==> src/sv/hcwa_pkg.sv <==
`default_nettype none

package hcwa_pkg;

   localparam int CNT_W  = 16;
   localparam int AMT_W  = 20;
   localparam int OWN_W  = 6;
   localparam int WRK_W  = 6;
   localparam int SPAN_W = 7;
   localparam int AVL_W  = 6;
   localparam int PROD_W = AMT_W + AVL_W;
   localparam int CSR_W  = 2;

   localparam logic [AMT_W-1:0]  CAP_RESET  = 20'd4096;
   localparam logic [SPAN_W-1:0] SPAN_RESET = 7'd64;

   typedef enum logic [CSR_W-1:0] {
      CSR_PAGE_CAP = 2'd0,
      CSR_SPAN_LIM = 2'd1
   } csr_index_type;

   typedef enum logic [1:0] {
      KIND_OFFSET = 2'd0,
      KIND_PLACE  = 2'd1,
      KIND_RECORD = 2'd2,
      KIND_TOTAL  = 2'd3
   } kind_type;

   typedef enum logic [3:0] {
      ST_IDLE,
      ST_CALC,
      ST_MULT,
      ST_OFFSET,
      ST_CLOSE1,
      ST_PLACE,
      ST_SPLIT,
      ST_CLOSE2,
      ST_TOTAL
   } state_type;

   typedef struct packed {
      logic load;
      logic calc;
      logic mult;
      logic offset;
      logic close_rec;
      logic close_drop;
      logic place;
      logic split;
      logic total;
   } cmd_type;

   typedef struct packed {
      logic calc_hot;
      logic hot;
      logic cold;
      logic close1;
      logic endall;
      logic rec_ok;
      logic split_more;
      logic merge_open;
      logic out_free;
   } status_type;

endpackage

`default_nettype wire

==> src/sv/hcwa_ctrl.sv <==
`default_nettype none

module hcwa_ctrl
   import hcwa_pkg::*;
(
   input  wire logic       clock,
   input  wire logic       reset,
   input  wire logic       req_valid,
   output logic            req_stall,
   input  wire status_type st,
   output cmd_type         cmd
);

   state_type state_ff;
   state_type state_in;

   always_ff @(posedge clock) begin
      if (reset) begin
         state_ff <= ST_IDLE;
      end else begin
         state_ff <= state_in;
      end
   end

   // next state
   always_comb begin
      state_in = state_ff;
      case (state_ff)
         ST_IDLE: begin
            if (req_valid) state_in = ST_CALC;
         end
         ST_CALC: begin
            state_in = st.calc_hot ? ST_MULT : ST_OFFSET;
         end
         ST_MULT: begin
            state_in = ST_OFFSET;
         end
         ST_OFFSET: begin
            if (st.out_free) begin
               if (st.close1)               state_in = ST_CLOSE1;
               else if (st.hot || st.cold)  state_in = ST_PLACE;
               else if (st.endall)          state_in = ST_CLOSE2;
               else                         state_in = ST_IDLE;
            end
         end
         ST_CLOSE1: begin
            if (!st.rec_ok || st.out_free) state_in = ST_PLACE;
         end
         ST_PLACE: begin
            if (st.out_free) begin
               if (st.hot)         state_in = ST_SPLIT;
               else if (st.endall) state_in = ST_CLOSE2;
               else                state_in = ST_IDLE;
            end
         end
         ST_SPLIT: begin
            if (!st.split_more) state_in = st.endall ? ST_CLOSE2 : ST_IDLE;
         end
         ST_CLOSE2: begin
            if (!st.merge_open || !st.rec_ok || st.out_free) state_in = ST_TOTAL;
         end
         ST_TOTAL: begin
            if (st.out_free) state_in = ST_IDLE;
         end
         default: begin
            state_in = ST_IDLE;
         end
      endcase
   end

   // commands
   always_comb begin
      cmd       = '0;
      req_stall = (state_ff != ST_IDLE);
      case (state_ff)
         ST_IDLE:   cmd.load = req_valid;
         ST_CALC:   cmd.calc = 1'b1;
         ST_MULT:   cmd.mult = 1'b1;
         ST_OFFSET: cmd.offset = st.out_free;
         ST_CLOSE1: begin
            cmd.close_drop = !st.rec_ok;
            cmd.close_rec  = st.rec_ok && st.out_free;
         end
         ST_PLACE:  cmd.place = st.out_free;
         ST_SPLIT:  cmd.split = st.split_more && st.out_free;
         ST_CLOSE2: begin
            cmd.close_drop = st.merge_open && !st.rec_ok;
            cmd.close_rec  = st.merge_open && st.rec_ok && st.out_free;
         end
         ST_TOTAL:  cmd.total = st.out_free;
         default:   cmd = '0;
      endcase
   end

endmodule

`default_nettype wire

==> src/sv/hcwa_dpath.sv <==
`default_nettype none

module hcwa_dpath
   import hcwa_pkg::*;
#(
   parameter int NUM_OWNERS  = 64,
   parameter int MAX_WORKERS = 32
)
(
   input  wire logic              clock,
   input  wire logic              reset,
   input  wire cmd_type           cmd,
   output status_type             st,
   input  wire logic [CNT_W-1:0]  req_record_count,
   input  wire logic              req_last_source,
   input  wire logic              req_last_owner,
   input  wire logic              csr_valid,
   input  wire logic              csr_ready,
   input  wire logic [CSR_W-1:0]  csr_index,
   input  wire logic [AMT_W-1:0]  csr_wdata,
   output logic                   rsp_valid,
   input  wire logic              rsp_stall,
   output logic [1:0]             rsp_kind,
   output logic [OWN_W-1:0]       rsp_owner,
   output logic [WRK_W-1:0]       rsp_worker,
   output logic [AMT_W-1:0]       rsp_amount,
   output logic [OWN_W-1:0]       rsp_first_owner,
   output logic [SPAN_W-1:0]      rsp_owner_span,
   output logic                   rsp_overflow,
   output logic                   rsp_last
);

   localparam int OWN_LIM = (NUM_OWNERS < 64) ? NUM_OWNERS : 64;
   localparam logic [SPAN_W-1:0] OWN_LIM_V = SPAN_W'(OWN_LIM);
   localparam logic [WRK_W-1:0]  WK_MAX    = WRK_W'(MAX_WORKERS);

   // configuration
   logic [AMT_W-1:0]  cap_reg_ff;
   logic [SPAN_W-1:0] span_lim_ff;

   // batch state
   logic [OWN_W-1:0]  oc_ff, oc_in;
   logic [AMT_W-1:0]  rt_ff, rt_in;
   logic [WRK_W-1:0]  wu_ff, wu_in;
   logic [AMT_W-1:0]  fill_ff, fill_in;
   logic [OWN_W-1:0]  mfo_ff, mfo_in;
   logic [OWN_W-1:0]  mlo_ff, mlo_in;
   logic              open_ff, open_in;
   logic              ovf_seen_ff, ovf_seen_in;

   // item working registers
   logic [CNT_W-1:0]  cnt_ff;
   logic              endsrc_ff;
   logic              endall_ff;
   logic [OWN_W-1:0]  o_ff;
   logic [AMT_W-1:0]  off_ff;
   logic [AMT_W-1:0]  t_ff;
   logic              hot_ff;
   logic              cold_ff;
   logic              close1_ff;
   logic              base_ff;
   logic [AVL_W-1:0]  avail_ff;
   logic [PROD_W-1:0] prod_ff;
   logic [AMT_W-1:0]  rem_ff, rem_in;

   // result register
   logic              rsp_valid_ff, rsp_valid_in;
   logic [1:0]        kind_ff, kind_in;
   logic [OWN_W-1:0]  owner_ff, owner_in;
   logic [WRK_W-1:0]  worker_ff, worker_in;
   logic [AMT_W-1:0]  amount_ff, amount_in;
   logic [OWN_W-1:0]  first_ff, first_in;
   logic [SPAN_W-1:0] span_ff, span_in;
   logic              ovf_ff, ovf_in;
   logic              last_ff, last_in;

   // item analysis
   logic [AMT_W-1:0]  cap;
   logic [AMT_W:0]    sum_c;
   logic              sat_c;
   logic [AMT_W-1:0]  t_c;
   logic              end_c;
   logic              hot_c;
   logic              cold_c;
   logic [OWN_W-1:0]  odiff_c;
   logic [SPAN_W-1:0] ospan_c;
   logic [AMT_W:0]    mfill_c;
   logic              close1_c;
   logic              wu_lt;
   logic [WRK_W-1:0]  wu1_c;
   logic              wu1_lt;
   logic              open_after_c;
   logic              close2_c;
   logic              wrap_c;
   logic              base_c;
   logic              ovf_out;
   logic              out_free;
   logic              emit;
   logic [OWN_W-1:0]  mdiff;
   logic [AMT_W-1:0]  part;
   logic [SPAN_W-1:0] wu_next7;

   assign cap     = (cap_reg_ff == '0) ? AMT_W'(1) : cap_reg_ff;
   assign sum_c   = {1'b0, rt_ff} + {{(AMT_W + 1 - CNT_W){1'b0}}, cnt_ff};
   assign sat_c   = sum_c[AMT_W];
   assign t_c     = sat_c ? '1 : sum_c[AMT_W-1:0];
   assign end_c   = endsrc_ff || endall_ff;
   assign hot_c   = end_c && (t_c >= cap);
   assign cold_c  = end_c && !hot_c && (t_c != '0);
   assign odiff_c = oc_ff - mfo_ff;
   assign ospan_c = {1'b0, odiff_c} + SPAN_W'(1);
   assign mfill_c = {1'b0, fill_ff} + {1'b0, t_c};
   assign close1_c = open_ff && (hot_c ||
                     (cold_c && ((mfill_c > {1'b0, cap}) || (ospan_c > span_lim_ff))));
   assign wu_lt   = wu_ff < WK_MAX;
   assign wu1_c   = wu_ff + WRK_W'(close1_c && wu_lt);
   assign wu1_lt  = wu1_c < WK_MAX;
   assign open_after_c = cold_c ? 1'b1 : (hot_c ? 1'b0 : open_ff);
   assign close2_c = endall_ff && open_after_c;
   assign wrap_c  = end_c && !endall_ff && (({1'b0, oc_ff} + SPAN_W'(1)) >= OWN_LIM_V);
   assign base_c  = ovf_seen_ff || sat_c || (close1_c && !wu_lt) ||
                    (close2_c && !wu1_lt) || wrap_c;

   assign ovf_out  = base_ff || (hot_ff && ({{AVL_W{1'b0}}, t_ff} > prod_ff));
   assign out_free = !rsp_valid_ff || !rsp_stall;
   assign emit     = cmd.offset || cmd.close_rec || cmd.place || cmd.split || cmd.total;
   assign mdiff    = mlo_ff - mfo_ff;
   assign part     = (rem_ff < cap) ? rem_ff : cap;
   assign wu_next7 = {1'b0, wu_ff} + SPAN_W'(1);

   always_comb begin
      st            = '0;
      st.calc_hot   = hot_c;
      st.hot        = hot_ff;
      st.cold       = cold_ff;
      st.close1     = close1_ff;
      st.endall     = endall_ff;
      st.rec_ok     = wu_lt;
      st.split_more = (rem_ff != '0) && wu_lt;
      st.merge_open = open_ff;
      st.out_free   = out_free;
   end

   // state updates and result selection
   always_comb begin
      oc_in       = oc_ff;
      rt_in       = rt_ff;
      wu_in       = wu_ff;
      fill_in     = fill_ff;
      mfo_in      = mfo_ff;
      mlo_in      = mlo_ff;
      open_in     = open_ff;
      ovf_seen_in = ovf_seen_ff;
      rem_in      = rem_ff;
      kind_in     = kind_ff;
      owner_in    = owner_ff;
      worker_in   = worker_ff;
      amount_in   = amount_ff;
      first_in    = first_ff;
      span_in     = span_ff;
      ovf_in      = ovf_ff;
      last_in     = last_ff;

      if (emit) begin
         ovf_seen_in = ovf_out;
         ovf_in      = ovf_out;
         owner_in    = '0;
         worker_in   = '0;
         amount_in   = '0;
         first_in    = '0;
         span_in     = '0;
         last_in     = 1'b0;
      end

      if (cmd.calc) begin
         rt_in = end_c ? '0 : t_c;
         if (end_c && !endall_ff) oc_in = wrap_c ? '0 : oc_ff + OWN_W'(1);
      end

      if (cmd.offset) begin
         kind_in   = KIND_OFFSET;
         owner_in  = o_ff;
         amount_in = off_ff;
         last_in   = !endall_ff && !hot_ff && !cold_ff;
      end

      if (cmd.close_rec || cmd.close_drop) begin
         fill_in = '0;
         open_in = 1'b0;
      end

      if (cmd.close_rec) begin
         kind_in   = KIND_RECORD;
         worker_in = wu_ff;
         amount_in = fill_ff;
         first_in  = mfo_ff;
         span_in   = {1'b0, mdiff} + SPAN_W'(1);
         wu_in     = wu_ff + WRK_W'(1);
      end

      if (cmd.place) begin
         kind_in   = KIND_PLACE;
         owner_in  = o_ff;
         worker_in = wu_ff;
         if (hot_ff) begin
            amount_in = '0;
            rem_in    = t_ff;
            last_in   = !endall_ff && !wu_lt;
         end else begin
            amount_in = fill_ff;
            fill_in   = fill_ff + t_ff;
            mfo_in    = open_ff ? mfo_ff : o_ff;
            mlo_in    = o_ff;
            open_in   = 1'b1;
            last_in   = !endall_ff;
         end
      end

      if (cmd.split) begin
         kind_in   = KIND_RECORD;
         worker_in = wu_ff;
         amount_in = part;
         first_in  = o_ff;
         span_in   = SPAN_W'(1);
         wu_in     = wu_ff + WRK_W'(1);
         rem_in    = rem_ff - part;
         last_in   = !endall_ff &&
                     !((rem_ff > cap) && (wu_next7 < {1'b0, WK_MAX}));
      end

      if (cmd.total) begin
         kind_in     = KIND_TOTAL;
         worker_in   = wu_ff;
         last_in     = 1'b1;
         oc_in       = '0;
         rt_in       = '0;
         wu_in       = '0;
         fill_in     = '0;
         mfo_in      = '0;
         mlo_in      = '0;
         open_in     = 1'b0;
         ovf_seen_in = 1'b0;
      end

      if (emit)          rsp_valid_in = 1'b1;
      else if (out_free) rsp_valid_in = 1'b0;
      else               rsp_valid_in = rsp_valid_ff;
   end

   always_ff @(posedge clock) begin
      if (reset) begin
         cap_reg_ff   <= CAP_RESET;
         span_lim_ff  <= SPAN_RESET;
         oc_ff        <= '0;
         rt_ff        <= '0;
         wu_ff        <= '0;
         fill_ff      <= '0;
         mfo_ff       <= '0;
         mlo_ff       <= '0;
         open_ff      <= 1'b0;
         ovf_seen_ff  <= 1'b0;
         rsp_valid_ff <= 1'b0;
      end else begin
         if (csr_valid && csr_ready) begin
            case (csr_index)
               CSR_PAGE_CAP: cap_reg_ff  <= csr_wdata;
               CSR_SPAN_LIM: span_lim_ff <= csr_wdata[SPAN_W-1:0];
               default: ;
            endcase
         end
         oc_ff        <= oc_in;
         rt_ff        <= rt_in;
         wu_ff        <= wu_in;
         fill_ff      <= fill_in;
         mfo_ff       <= mfo_in;
         mlo_ff       <= mlo_in;
         open_ff      <= open_in;
         ovf_seen_ff  <= ovf_seen_in;
         rsp_valid_ff <= rsp_valid_in;
      end
   end

   always_ff @(posedge clock) begin
      if (cmd.load) begin
         cnt_ff    <= req_record_count;
         endsrc_ff <= req_last_source;
         endall_ff <= req_last_owner;
      end
      if (cmd.calc) begin
         o_ff      <= oc_ff;
         off_ff    <= rt_ff;
         t_ff      <= t_c;
         hot_ff    <= hot_c;
         cold_ff   <= cold_c;
         close1_ff <= close1_c;
         base_ff   <= base_c;
         avail_ff  <= AVL_W'(WK_MAX - wu1_c);
      end
      if (cmd.mult) begin
         prod_ff <= PROD_W'(cap) * PROD_W'(avail_ff);
      end
      rem_ff    <= rem_in;
      kind_ff   <= kind_in;
      owner_ff  <= owner_in;
      worker_ff <= worker_in;
      amount_ff <= amount_in;
      first_ff  <= first_in;
      span_ff   <= span_in;
      ovf_ff    <= ovf_in;
      last_ff   <= last_in;
   end

   assign rsp_valid       = rsp_valid_ff;
   assign rsp_kind        = kind_ff;
   assign rsp_owner       = owner_ff;
   assign rsp_worker      = worker_ff;
   assign rsp_amount      = amount_ff;
   assign rsp_first_owner = first_ff;
   assign rsp_owner_span  = span_ff;
   assign rsp_overflow    = ovf_ff;
   assign rsp_last        = last_ff;

endmodule

`default_nettype wire

==> src/sv/hot_cold_worker_assigner_top.sv <==
// Hot/cold worker assigner. Record counts arrive owner by owner, source by source,
// one count per request beat; each beat returns the source's offset within its owner,
// and the beat that closes an owner (last_source or last_owner) places it if nonempty:
// an owner whose total reaches page_capacity closes any open merged worker and gets
// split workers of up to page_capacity records each, while smaller owners share a merged
// worker bounded by page_capacity records and span_limit owners. The last_owner beat
// flushes the merge, reports the worker count and clears the batch. Every response beat
// carries the batch overflow flag as it stands once the whole request is processed, and
// last marks the final response beat of a request. One request is worked at a time:
// a count that does not close an owner is accepted, analysed and answered with its offset
// beat. Closing a non-empty owner adds a placement beat and, when a merge must be closed
// first, a close step whether its record is sent or dropped. A hot owner also adds a
// multiply step to settle the overflow flag up front, a step per split worker and
// a final step to leave the split loop. The final owner adds a merge flush step (taken
// even when nothing is open) and the total beat. Rate is set by this controller sequence
// plus any response-side stall. The response register lets a new request be accepted
// while the last beat still waits. Configuration (csr_index 0: page_capacity,
// 1: span_limit) must be written only while idle; the block does not enforce this.

`default_nettype none

module hot_cold_worker_assigner_top
   import hcwa_pkg::*;
#(
   parameter int NUM_OWNERS  = 64,
   parameter int MAX_WORKERS = 32
)
(
   input  wire logic              clock,
   input  wire logic              reset,
   // request channel
   input  wire logic              req_valid,
   output logic                   req_stall,
   input  wire logic [CNT_W-1:0]  req_record_count,
   input  wire logic              req_last_source,
   input  wire logic              req_last_owner,
   // response channel
   output logic                   rsp_valid,
   input  wire logic              rsp_stall,
   output logic [1:0]             rsp_kind,
   output logic [OWN_W-1:0]       rsp_owner,
   output logic [WRK_W-1:0]       rsp_worker,
   output logic [AMT_W-1:0]       rsp_amount,
   output logic [OWN_W-1:0]       rsp_first_owner,
   output logic [SPAN_W-1:0]      rsp_owner_span,
   output logic                   rsp_overflow,
   output logic                   rsp_last,
   // configuration write channel
   input  wire logic              csr_valid,
   output logic                   csr_ready,
   input  wire logic [CSR_W-1:0]  csr_index,
   input  wire logic [AMT_W-1:0]  csr_wdata
);

   cmd_type    cmd;
   status_type st;

   // registers take a write in any cycle; writes must only be issued while idle, not enforced here
   assign csr_ready = 1'b1;

   // sequence one request beat through analyse, place and record steps
   hcwa_ctrl u_ctrl (
      .clock     (clock),
      .reset     (reset),
      .req_valid (req_valid),
      .req_stall (req_stall),
      .st        (st),
      .cmd       (cmd)
   );

   // hold batch state, config and the response register
   hcwa_dpath #(
      .NUM_OWNERS  (NUM_OWNERS),
      .MAX_WORKERS (MAX_WORKERS)
   ) u_dpath (
      .clock            (clock),
      .reset            (reset),
      .cmd              (cmd),
      .st               (st),
      .req_record_count (req_record_count),
      .req_last_source  (req_last_source),
      .req_last_owner   (req_last_owner),
      .csr_valid        (csr_valid),
      .csr_ready        (csr_ready),
      .csr_index        (csr_index),
      .csr_wdata        (csr_wdata),
      .rsp_valid        (rsp_valid),
      .rsp_stall        (rsp_stall),
      .rsp_kind         (rsp_kind),
      .rsp_owner        (rsp_owner),
      .rsp_worker       (rsp_worker),
      .rsp_amount       (rsp_amount),
      .rsp_first_owner  (rsp_first_owner),
      .rsp_owner_span   (rsp_owner_span),
      .rsp_overflow     (rsp_overflow),
      .rsp_last         (rsp_last)
   );

endmodule

`default_nettype wire

==> config.mk <==
export PLATFORM = sky130hd
export DESIGN_NAME = hot_cold_worker_assigner_top
export DESIGN_NICKNAME = d
export VERILOG_FILES = /design/src/sv/hcwa_pkg.sv /design/src/sv/hcwa_ctrl.sv /design/src/sv/hcwa_dpath.sv /design/src/sv/hot_cold_worker_assigner_top.sv
export SDC_FILE = /design/constraint.sdc
export NUM_CORES = 1
export LEC_CHECK = 0
export BUFFER_PORTS_ARGS = -buffer_cell sky130_fd_sc_hd__buf_2
export CAP_MARGIN = 5
export CORE_ASPECT_RATIO = 0.9
export CORE_MARGIN = 2
export CORE_UTILIZATION = 50
export CTS_CLUSTER_SIZE = 10
export DETAILED_ROUTE_END_ITERATION = 7
export GPL_TIMING_DRIVEN = 0
export HOLD_SLACK_MARGIN = 0.03
export PLACE_DENSITY = 0.67
export SETUP_SLACK_MARGIN = 0.15
export SKIP_LAST_GASP = 1
export SLEW_MARGIN = 5
export SYNTH_ARGS = -nofsm -noshare
export SYNTH_HDL_FRONTEND = slang
export SYNTH_SLANG_ARGS = --single-unit
==> constraint.sdc <==
create_clock -name clock -period 16.2 [get_ports clock]
set_input_delay 3.24 -clock clock [delete_from_list [all_inputs] [get_ports clock]]
set_output_delay 3.24 -clock clock [all_outputs]
set_load 0.01 [all_outputs]
==> impl_metrics.sql, run 1 <==
INSERT INTO impl_metrics (metric_group, metric, value, unit) VALUES
('clock_tree', 'tritoncts', 'built', ''),
('final_layout', 'finish.net_count', '2612', ''),
('global_route', 'grt_max_degree', '31', ''),
('floorplanning', 'fp.dieArea', '41200', 'um2'),
('pwr', 'p_per_area', '117', 'nW/um2'),
('worst_setup_path', 'setup.worst_path.end_class', 'flip-flop', ''),
('worst_setup_path', 'critical_path.most_common_cell', 'sky130_fd_sc_hd__ha_1', ''),
('place', 'dpl_worst_slack', '7.58', 'ns'),
('final_layout', 'most_frequent_standard_cell_in_the_layout_excluding_fill_and_tap_cells', 'sky130_fd_sc_hd__nand2_1', ''),
('routing', 'wl_per_cell', '19.6', 'um'),
('routing', 'first_iter_violations', '1508', ''),
('worst_setup_path', 'slowest_stage_delay_on_critical_path', '0.45', 'ns'),
('floorplanning', 'top_level_ports', '97', ''),
('hold_path', 'timing.hold.worst_path_depth', '2', ''),
('clock_tree', 'insertion_delay', '0.56', 'ns'),
('final_layout', 'diodes', '0', ''),
('logic_synthesis', 'syn_inst', '2140', ''),
('routing', 'drtPass1Iterations', '6', ''),
('routing', 'routed-wl-met2', '23900', 'um'),
('logic_synthesis', 'area_of_the_mapped_netlist', '19800', 'um2'),
('global_route', 'first_global_vias', '15300', ''),
('pwr', 'power.leakage', '0.00944', 'uW'),
('global_route', 'grt_pass1_wl', '85600', 'um'),
('routing', 'route.final.wire_length', '55500', 'um'),
('logic_synthesis', 'yosysUniqueCellTypes', '76', ''),
('final_layout', 'final_cell_mix', 'sky130_fd_sc_hd__nand2_1 (273), sky130_fd_sc_hd__ha_1 (213), sky130_fd_sc_hd__inv_1 (175), sky130_fd_sc_hd__a21oi_1 (168), sky130_fd_sc_hd__edfxtp_1 (159)', ''),
('final_layout', 'final_layout_size_suffix_gt1_share', '7.86', '%'),
('routing', 'route.met3.wl', '4660', 'um'),
('outcome', 'status', 'completed', ''),
('floorplanning', 'area_of_the_core', '39300', 'um2'),
('timing', 'fin_skew', '0.0236', 'ns'),
('clock_tree', 'numCtsBuffers', '35', ''),
('clock_tree', 'cts-htree-levels', '2', ''),
('worst_setup_path', 'cp-start-kind', 'flip-flop', ''),
('pwr', 'vdd_ir_drop_max', '0.0694', 'mV'),
('routing', 'dr_total_vias', '16400', ''),
('timing', 'grt_setup_unrepaired', 'false', ''),
('clock_tree', 'postCtsResizedCells', '0', ''),
('worst_setup_path', 'critical_path_peak_fanout', '10', ''),
('logic_synthesis', 'postSynth.topFlopCell', 'sky130_fd_sc_hd__edfxtp_1', ''),
('worst_setup_path', 'worst_r2r_path_depth', '36', ''),
('routing', 'top_routing_layer_used', 'met4', ''),
('clock_tree', 'cts_sinks', '267', ''),
('timing', 'relSlewSlack', '29.4', '%'),
('logic_synthesis', 'synth_warnings', '0', ''),
('hold_path', 'min_path_type', 'reg -> reg', ''),
('worst_setup_path', 'cp.arrival', '9.20', 'ns'),
('place', 'port_buf_inserts', '94', ''),
('clock_tree', 'cts.clk_slew.worst_paths', '0.06', 'ns'),
('final_layout', 'area_growth', '11.8', '%'),
('timing', 'tightest_slew', '1.04', 'ns'),
('timing', 'slew_viol_final', '0', ''),
('worst_setup_path', 'cpLargestDelayFamily', 'compound AO/OA/AOI/OAI gates', ''),
('routing', 'detail_route.drc_violations', '0', ''),
('global_route', 'globalRouteTotalUtil', '27.3', '%'),
('routing', 'vias_per_cell', '5.78', ''),
('routing', 'antenna_left', '0', ''),
('pwr', 'fin_total_pwr', '2580', 'uW'),
('floorplanning', 'initial_core_utilization', '50.4', '%'),
('worst_setup_path', 'path_depth', '36', ''),
('clock_tree', 'max-clock-path-buffers', '3', ''),
('timing', 'finalHoldWorstSlack', '0.464', 'ns'),
('timing', 'timing.final.crit_share', '54.9', '%'),
('final_layout', 'layout.filler_cells', '3482', ''),
('place', 'place_congestion', '0.973', ''),
('timing', 'hold_violations', '0', ''),
('global_route', 'overflow', '0', ''),
('place', 'place_inst', '2770', ''),
('worst_setup_path', 'kind_of_critical_path', 'reg -> reg', ''),
('logic_synthesis', 'synth.yosys.seq_area_share', '35.1', '%'),
('floorplanning', 'floorplan.die.height', '193', 'um');
==> layer usage <==
layer / track usage (%) / vias up
met1: 38.9 / 7885
met4: 8.76 / 0
li1: - / 7826
met5: 0 / -
met2: 41.2 / 597
met3: 6.15 / 83
==> cell families after synthesis <==
group | count (synthesis) | synth area share (%)
buffers and inverters | 270 | 5.18
muxes | 11 | 0.588
and+or+nand+nor | 664 | 15.8
adders and majority gates | 292 | 21.5
other | 1 | 0.0190
DFF | 267 | 35.1
xor gates and xnor gates | 115 | 5.09
AOI/OAI and AO/OA | 520 | 16.8
==> tightest hold or removal path, cell delays in order, from the launching register on <==
cell	delay, ns
sky130_fd_sc_hd__dfxtp_1	0.31
sky130_fd_sc_hd__nand2_1	0.05
sky130_fd_sc_hd__a21oi_1	0.05
==> sequential cells by signal (all words and copies together) (netlist names), 7 cells and up <==
name	cells
u_dpath.fill_ff	20
u_dpath.span_lim_ff	7
u_dpath.rsp_owner_span	7
u_dpath.rt_ff	20
u_dpath.cnt_ff	16
u_dpath.off_ff	20
u_dpath.cap_reg_ff	20
u_dpath.rsp_amount	20
u_dpath.rem_ff	20
u_dpath.t_ff	20
u_dpath.prod_ff	26
==> path summary, 6_finish.rpt <==
kind,from,end,slack (ns)
setup reg to reg,u_dpath.cnt_ff[0]$_DFFE_PP_,u_dpath.avail_ff[4]$_DFFE_PP_,7.30
setup / recovery,u_dpath.cnt_ff[0]$_DFFE_PP_,u_dpath.avail_ff[4]$_DFFE_PP_,7.30
hold / removal,u_dpath.ovf_seen_ff$_SDFFE_PP0P_,u_dpath.ovf_seen_ff$_SDFFE_PP0P_,0.46
hold reg to reg,u_dpath.ovf_seen_ff$_SDFFE_PP0P_,u_dpath.ovf_seen_ff$_SDFFE_PP0P_,0.46
==> synth_stat cells, types with 16 or more instances <==
| cell type | number | area (um2) |
|---|---|---|
| sky130_fd_sc_hd__a211oi_1 | 20 | 150 |
| sky130_fd_sc_hd__nand2b_1 | 25 | 156 |
| sky130_fd_sc_hd__nand3_1 | 50 | 250 |
| sky130_fd_sc_hd__xor2_1 | 41 | 359 |
| sky130_fd_sc_hd__clkbuf_1 | 90 | 338 |
| sky130_fd_sc_hd__nand2_1 | 273 | 1020 |
| sky130_fd_sc_hd__nor3_1 | 22 | 110 |
| sky130_fd_sc_hd__xnor2_1 | 74 | 648 |
| sky130_fd_sc_hd__edfxtp_1 | 159 | 4770 |
| sky130_fd_sc_hd__a21oi_1 | 168 | 841 |
| sky130_fd_sc_hd__ha_1 | 213 | 2670 |
| sky130_fd_sc_hd__nor2b_1 | 22 | 138 |
| sky130_fd_sc_hd__fa_1 | 79 | 1580 |
| sky130_fd_sc_hd__dfxtp_1 | 108 | 2160 |
| sky130_fd_sc_hd__a22oi_1 | 39 | 293 |
| sky130_fd_sc_hd__o21a_1 | 20 | 150 |
| sky130_fd_sc_hd__and2_1 | 48 | 300 |
| sky130_fd_sc_hd__inv_1 | 176 | 661 |
| sky130_fd_sc_hd__and3_1 | 16 | 100 |
| sky130_fd_sc_hd__nor4_1 | 16 | 100 |
| sky130_fd_sc_hd__nand4_1 | 24 | 150 |
| sky130_fd_sc_hd__nor2_1 | 123 | 462 |
| sky130_fd_sc_hd__o21ai_0 | 116 | 581 |
| sky130_fd_sc_hd__a21o_1 | 49 | 368 |
==> layout make-up <==
class	instances	area [um2]	area share [%]
Multi-Input combinational cell	1603	11800	53.5
Clock buffer	57	1040	4.71
Timing Repair Buffer	98	517	2.34
Clock inverter	7	97.6	0.441
Tap cell	532	666	3.01
Sequential cell	267	6940	31.4
Inverter	176	661	2.99
Buffer	94	364	1.65
==> power by group <==
| part | switching, uW | internal (uW) |
|---|---|---|
| clock network | 309 | 472 |
| registers | 77.0 | 879 |
| logic | 541 | 303 |
==> per-stage QoR <==
| stage | utilization (%) | area (um2) |
|---|---|---|
| 6_report | 56.3 | 22100 |
| 5_1_grt | 56.3 | 22100 |
| 4_1_cts | 56.3 | 22100 |
| 3_5_place_dp | 53.4 | 21000 |
| 3_3_place_gp | 53.3 | 20900 |
| 2_1_floorplan | - | 19800 |
Note: power is estimated with default switching activity, not from simulation.
==> inputs of run 2 (changes only) <==
- clock period: 16.2 -> 9.3 ns (I/O delays scaled with it)
==> run 2 against run 1 <==
Sequential power is 75% higher. Largest cell class unchanged. Count of clock-buffer cells in the layout stayed put. Final cell count stayed put. Utilization hardly changed. Hold slack hardly changed. First-iteration DRC count stayed put. Via count hardly changed. Die area stayed put. Fmax is 4.3% higher. Global-route usage stayed put. Power is 74% higher. Highest routed layer unchanged.
==> impl_metrics.sql, run 2 (synthesis results as in run 1) <==
INSERT INTO impl_metrics (metric_group, metric, value, unit) VALUES
('outcome', 'status', 'completed', ''),
('worst_setup_path', 'critical_path_peak_fanout', '10', ''),
('final_layout', 'final_cell_area', '22100', 'um2'),
('pwr', 'vdd_ir_drop_max', '0.121', 'mV'),
('clock_tree', 'quantity_of_hold_fixing_buffers_added_after_cts', '0', ''),
('global_route', 'grt_max_degree', '31', ''),
('timing', 'timing.final.crit_share', '91.7', '%'),
('routing', 'detail_route.drc_violations', '0', ''),
('final_layout', 'final_cell_mix', 'sky130_fd_sc_hd__nand2_1 (273), sky130_fd_sc_hd__ha_1 (213), sky130_fd_sc_hd__inv_1 (175), sky130_fd_sc_hd__a21oi_1 (168), sky130_fd_sc_hd__edfxtp_1 (159)', ''),
('global_route', 'first_global_vias', '15300', ''),
('final_layout', 'seqCellArea', '6940', 'um2'),
('floorplanning', 'fp.dieArea', '41200', 'um2'),
('final_layout', 'final_layout_size_suffix_gt1_share', '7.91', '%'),
('place', 'place_hpwl', '44000', 'um'),
('pwr', 'share_comb_of_total_power', '32.7', '%'),
('place', 'port_buf_inserts', '94', ''),
('timing', 'final_period_minus_worst_setup_slack', '8.53', 'ns'),
('floorplanning', 'row_count', '69', ''),
('worst_setup_path', 'crit_slowest_cell', 'sky130_fd_sc_hd__a2111oi_0', ''),
('timing', 'relSlewSlack', '29.5', '%'),
('clock_tree', 'cts.clk_slew.worst_paths', '0.06', 'ns'),
('timing', 'hold_violations', '0', ''),
('clock_tree', 'cts_sinks', '267', ''),
('pwr', 'fin_total_pwr', '4500', 'uW'),
('clock_tree', 'cts_root_buf', 'sky130_fd_sc_hd__clkbuf_16', ''),
('worst_setup_path', 'slowest_stage_delay_on_critical_path', '0.44', 'ns'),
('pwr', 'switching_part_of_the_total', '35.9', '%'),
('place', 'place_inst', '2770', ''),
('global_route', 'antenna_found_initial', '0', ''),
('timing', 'clock.fmax', '0.117', 'GHz'),
('timing', 'grt_setup_unrepaired', 'false', ''),
('final_layout', 'max_reg_flops', '26', ''),
('routing', 'route.final.wire_length', '55500', 'um'),
('hold_path', 'timing.hold.worst_path_depth', '2', ''),
('global_route', 'grt_most_used_layer', 'met2', ''),
('worst_setup_path', 'worst_r2r_path_depth', '36', ''),
('final_layout', 'multi_input_area', '11800', 'um2'),
('pwr', 'p_clk_share', '30.2', '%'),
('worst_setup_path', 'cp.arrival', '8.83', 'ns'),
('timing', 'tightest_slew', '1.04', 'ns'),
('timing', 'setup_violations', '0', ''),
('clock_tree', 'cts-htree-levels', '2', ''),
('worst_setup_path', 'cp-start-kind', 'flip-flop', ''),
('worst_setup_path', 'critical_path.reg2reg.startpoint', 'u_dpath.cnt_ff[0]$_DFFE_PP_', ''),
('place', 'placed_area', '21000', 'um2'),
('final_layout', 'finish.net_count', '2612', ''),
('worst_setup_path', 'critical_path.most_common_cell', 'sky130_fd_sc_hd__ha_1', ''),
('hold_path', 'holdPathEnd', 'u_dpath.ovf_seen_ff$_SDFFE_PP0P_', ''),
('routing', 'first_iter_violations', '1508', ''),
('routing', 'antenna_left', '0', ''),
('final_layout', 'diodes', '0', ''),
('global_route', 'grt_pass1_wl', '85600', 'um'),
('routing', 'vias_per_cell', '5.78', ''),
('floorplanning', 'dieWidth', '214', 'um'),
('final_layout', 'utilization_after_layout', '56.3', '%'),
('pwr', 'p_sw', '1610', 'uW'),
('timing', 'setup_tns', '0', 'ns'),
('pwr', 'power.leakage', '0.00945', 'uW'),
('worst_setup_path', 'critPathRequiredTime', '9.60', 'ns'),
('place', 'place_congestion', '0.973', ''),
('final_layout', 'most_frequent_standard_cell_in_the_layout_excluding_fill_and_tap_cells', 'sky130_fd_sc_hd__nand2_1', ''),
('worst_setup_path', 'worstReg2RegEnd', 'u_dpath.avail_ff[4]$_DFFE_PP_', ''),
('routing', 'dr_total_vias', '16400', ''),
('floorplanning', 'initial_core_utilization', '50.4', '%'),
('final_layout', 'area_growth', '11.8', '%'),
('pwr', 'sequentialPowerShare', '37.0', '%'),
('worst_setup_path', 'kind_of_critical_path', 'reg -> reg', ''),
('clock_tree', 'postCtsResizedCells', '0', ''),
('pwr', 'p_int', '2880', 'uW'),
('global_route', 'overflow', '0', ''),
('final_layout', 'largest_register', 'u_dpath.prod_ff', ''),
('global_route', 'grt_util_met1', '38.9', '%'),
('worst_setup_path', 'setup.worst_path.end_class', 'flip-flop', ''),
('pwr', 'p_per_area', '203', 'nW/um2'),
('clock_tree', 'max-clock-path-buffers', '3', ''),
('clock_tree', 'numCtsBuffers', '35', ''),
('clock_tree', 'tritoncts', 'built', ''),
('global_route', 'globalRouteTotalUtil', '27.3', '%'),
('timing', 'slew_viol_final', '0', ''),
('worst_setup_path', 'worst-r2r-setup-slack', '0.77', 'ns'),
('clock_tree', 'postCtsSetupRepairBufs', '0', ''),
('hold_path', 'min_path_type', 'reg -> reg', ''),
('flow_run', 'maxCapViolations', '0', ''),
('global_route', 'gr-usage-met2', '41.2', '%'),
('global_route', 'grt.met3_usage', '6.15', '%'),
('floorplanning', 'top_level_ports', '97', ''),
('worst_setup_path', 'critical_path.n_buffers_inverters', '2', ''),
('floorplanning', 'floorplan.die.height', '193', 'um'),
('timing', 'fin_skew', '0.0203', 'ns'),
('routing', 'wl_per_cell', '19.6', 'um'),
('final_layout', 'layout.filler_cells', '3481', ''),
('routing', 'drtPass1Iterations', '6', ''),
('floorplanning', 'area_of_the_core', '39300', 'um2'),
('hold_path', 'worst_hold_startpoint', 'u_dpath.ovf_seen_ff$_SDFFE_PP0P_', ''),
('worst_setup_path', 'cpLargestDelayFamily', 'compound AO/OA/AOI/OAI gates', ''),
('clock_tree', 'insertion_delay', '0.55', 'ns'),
('final_layout', 'post_layout_cell_count', '2834', '');
run 2: cell types whose count changed in the layout (fill, tap and decap cells not counted):
cell                       delta
sky130_fd_sc_hd__o21ai_1      +1
sky130_fd_sc_hd__clkbuf_1     -1
sky130_fd_sc_hd__o21ai_0      -1
sky130_fd_sc_hd__clkbuf_2     +1
run 2: metrics by stage:
step | setup slack [ns] | hold WS (ns)
after floorplan | 2.25 | 0.432
after global placement | 0.787 | 0.444
after detailed placement | 0.676 | 0.452
after CTS | 0.639 | 0.463
after global routing | 0.268 | 0.487
final | 0.770 | 0.464
run 2: layer usage:
layer	wire [um]	part of all wire, %	vias to the layer above
li1	-	-	7824
met5	0	0	-
met3	4630	8.3	86
met4	1700	3.1	0
met2	23900	43	602
met1	25300	46	7873
run 2: final cells by class:
| cell class | count | area share, % |
|---|---|---|
| buffer | 94 | 1.65 |
| timing repair buffer | 98 | 2.34 |
| multi-input combinational | 1603 | 53.5 |
| sequential | 267 | 31.4 |
| tap | 532 | 3.01 |
| clock inverter | 7 | 0.441 |
| inverter | 176 | 2.99 |
| clock buffer | 57 | 4.71 |
run 2: worst register-to-register path, delay by kind of cell (launching register included):
family / cells / cell delay (ns)
compound gates: 18 / 3.72
xor+xnor: 2 / 0.29
fa+ha+maj: 7 / 2.09
buf+inv: 2 / 0.35
flops: 1 / 0.36
simple gates: 7 / 1.44
run 2: power by group through the flow:
stage | sequential (uW) | clock, uW | combinational [uW]
after floorplan | 1650 | 0 | 994
after global placement | 1700 | 0 | 1400
after detailed placement | 1690 | 0 | 1440
after CTS | 1670 | 1380 | 1460
after global routing | 1680 | 1420 | 1640
final | 1670 | 1360 | 1470
run 2: how the worst max path moves through the flow:
| stage | endpoint | slack, ns | start | depth (start not counted) |
|---|---|---|---|---|
| floorplan | u_dpath.avail_ff[4]$_DFFE_PP_ | 2.25 | u_dpath.cnt_ff[0]$_DFFE_PP_ | 36 |
| global placement | u_dpath.avail_ff[4]$_DFFE_PP_ | 0.79 | u_dpath.cnt_ff[0]$_DFFE_PP_ | 36 |
| detailed placement | u_dpath.avail_ff[4]$_DFFE_PP_ | 0.68 | u_dpath.cnt_ff[0]$_DFFE_PP_ | 36 |
| CTS | u_dpath.avail_ff[4]$_DFFE_PP_ | 0.64 | u_dpath.cnt_ff[0]$_DFFE_PP_ | 36 |
| global route | u_dpath.avail_ff[4]$_DFFE_PP_ | 0.27 | u_dpath.cnt_ff[0]$_DFFE_PP_ | 36 |
| finish | u_dpath.avail_ff[4]$_DFFE_PP_ | 0.77 | u_dpath.cnt_ff[0]$_DFFE_PP_ | 36 |
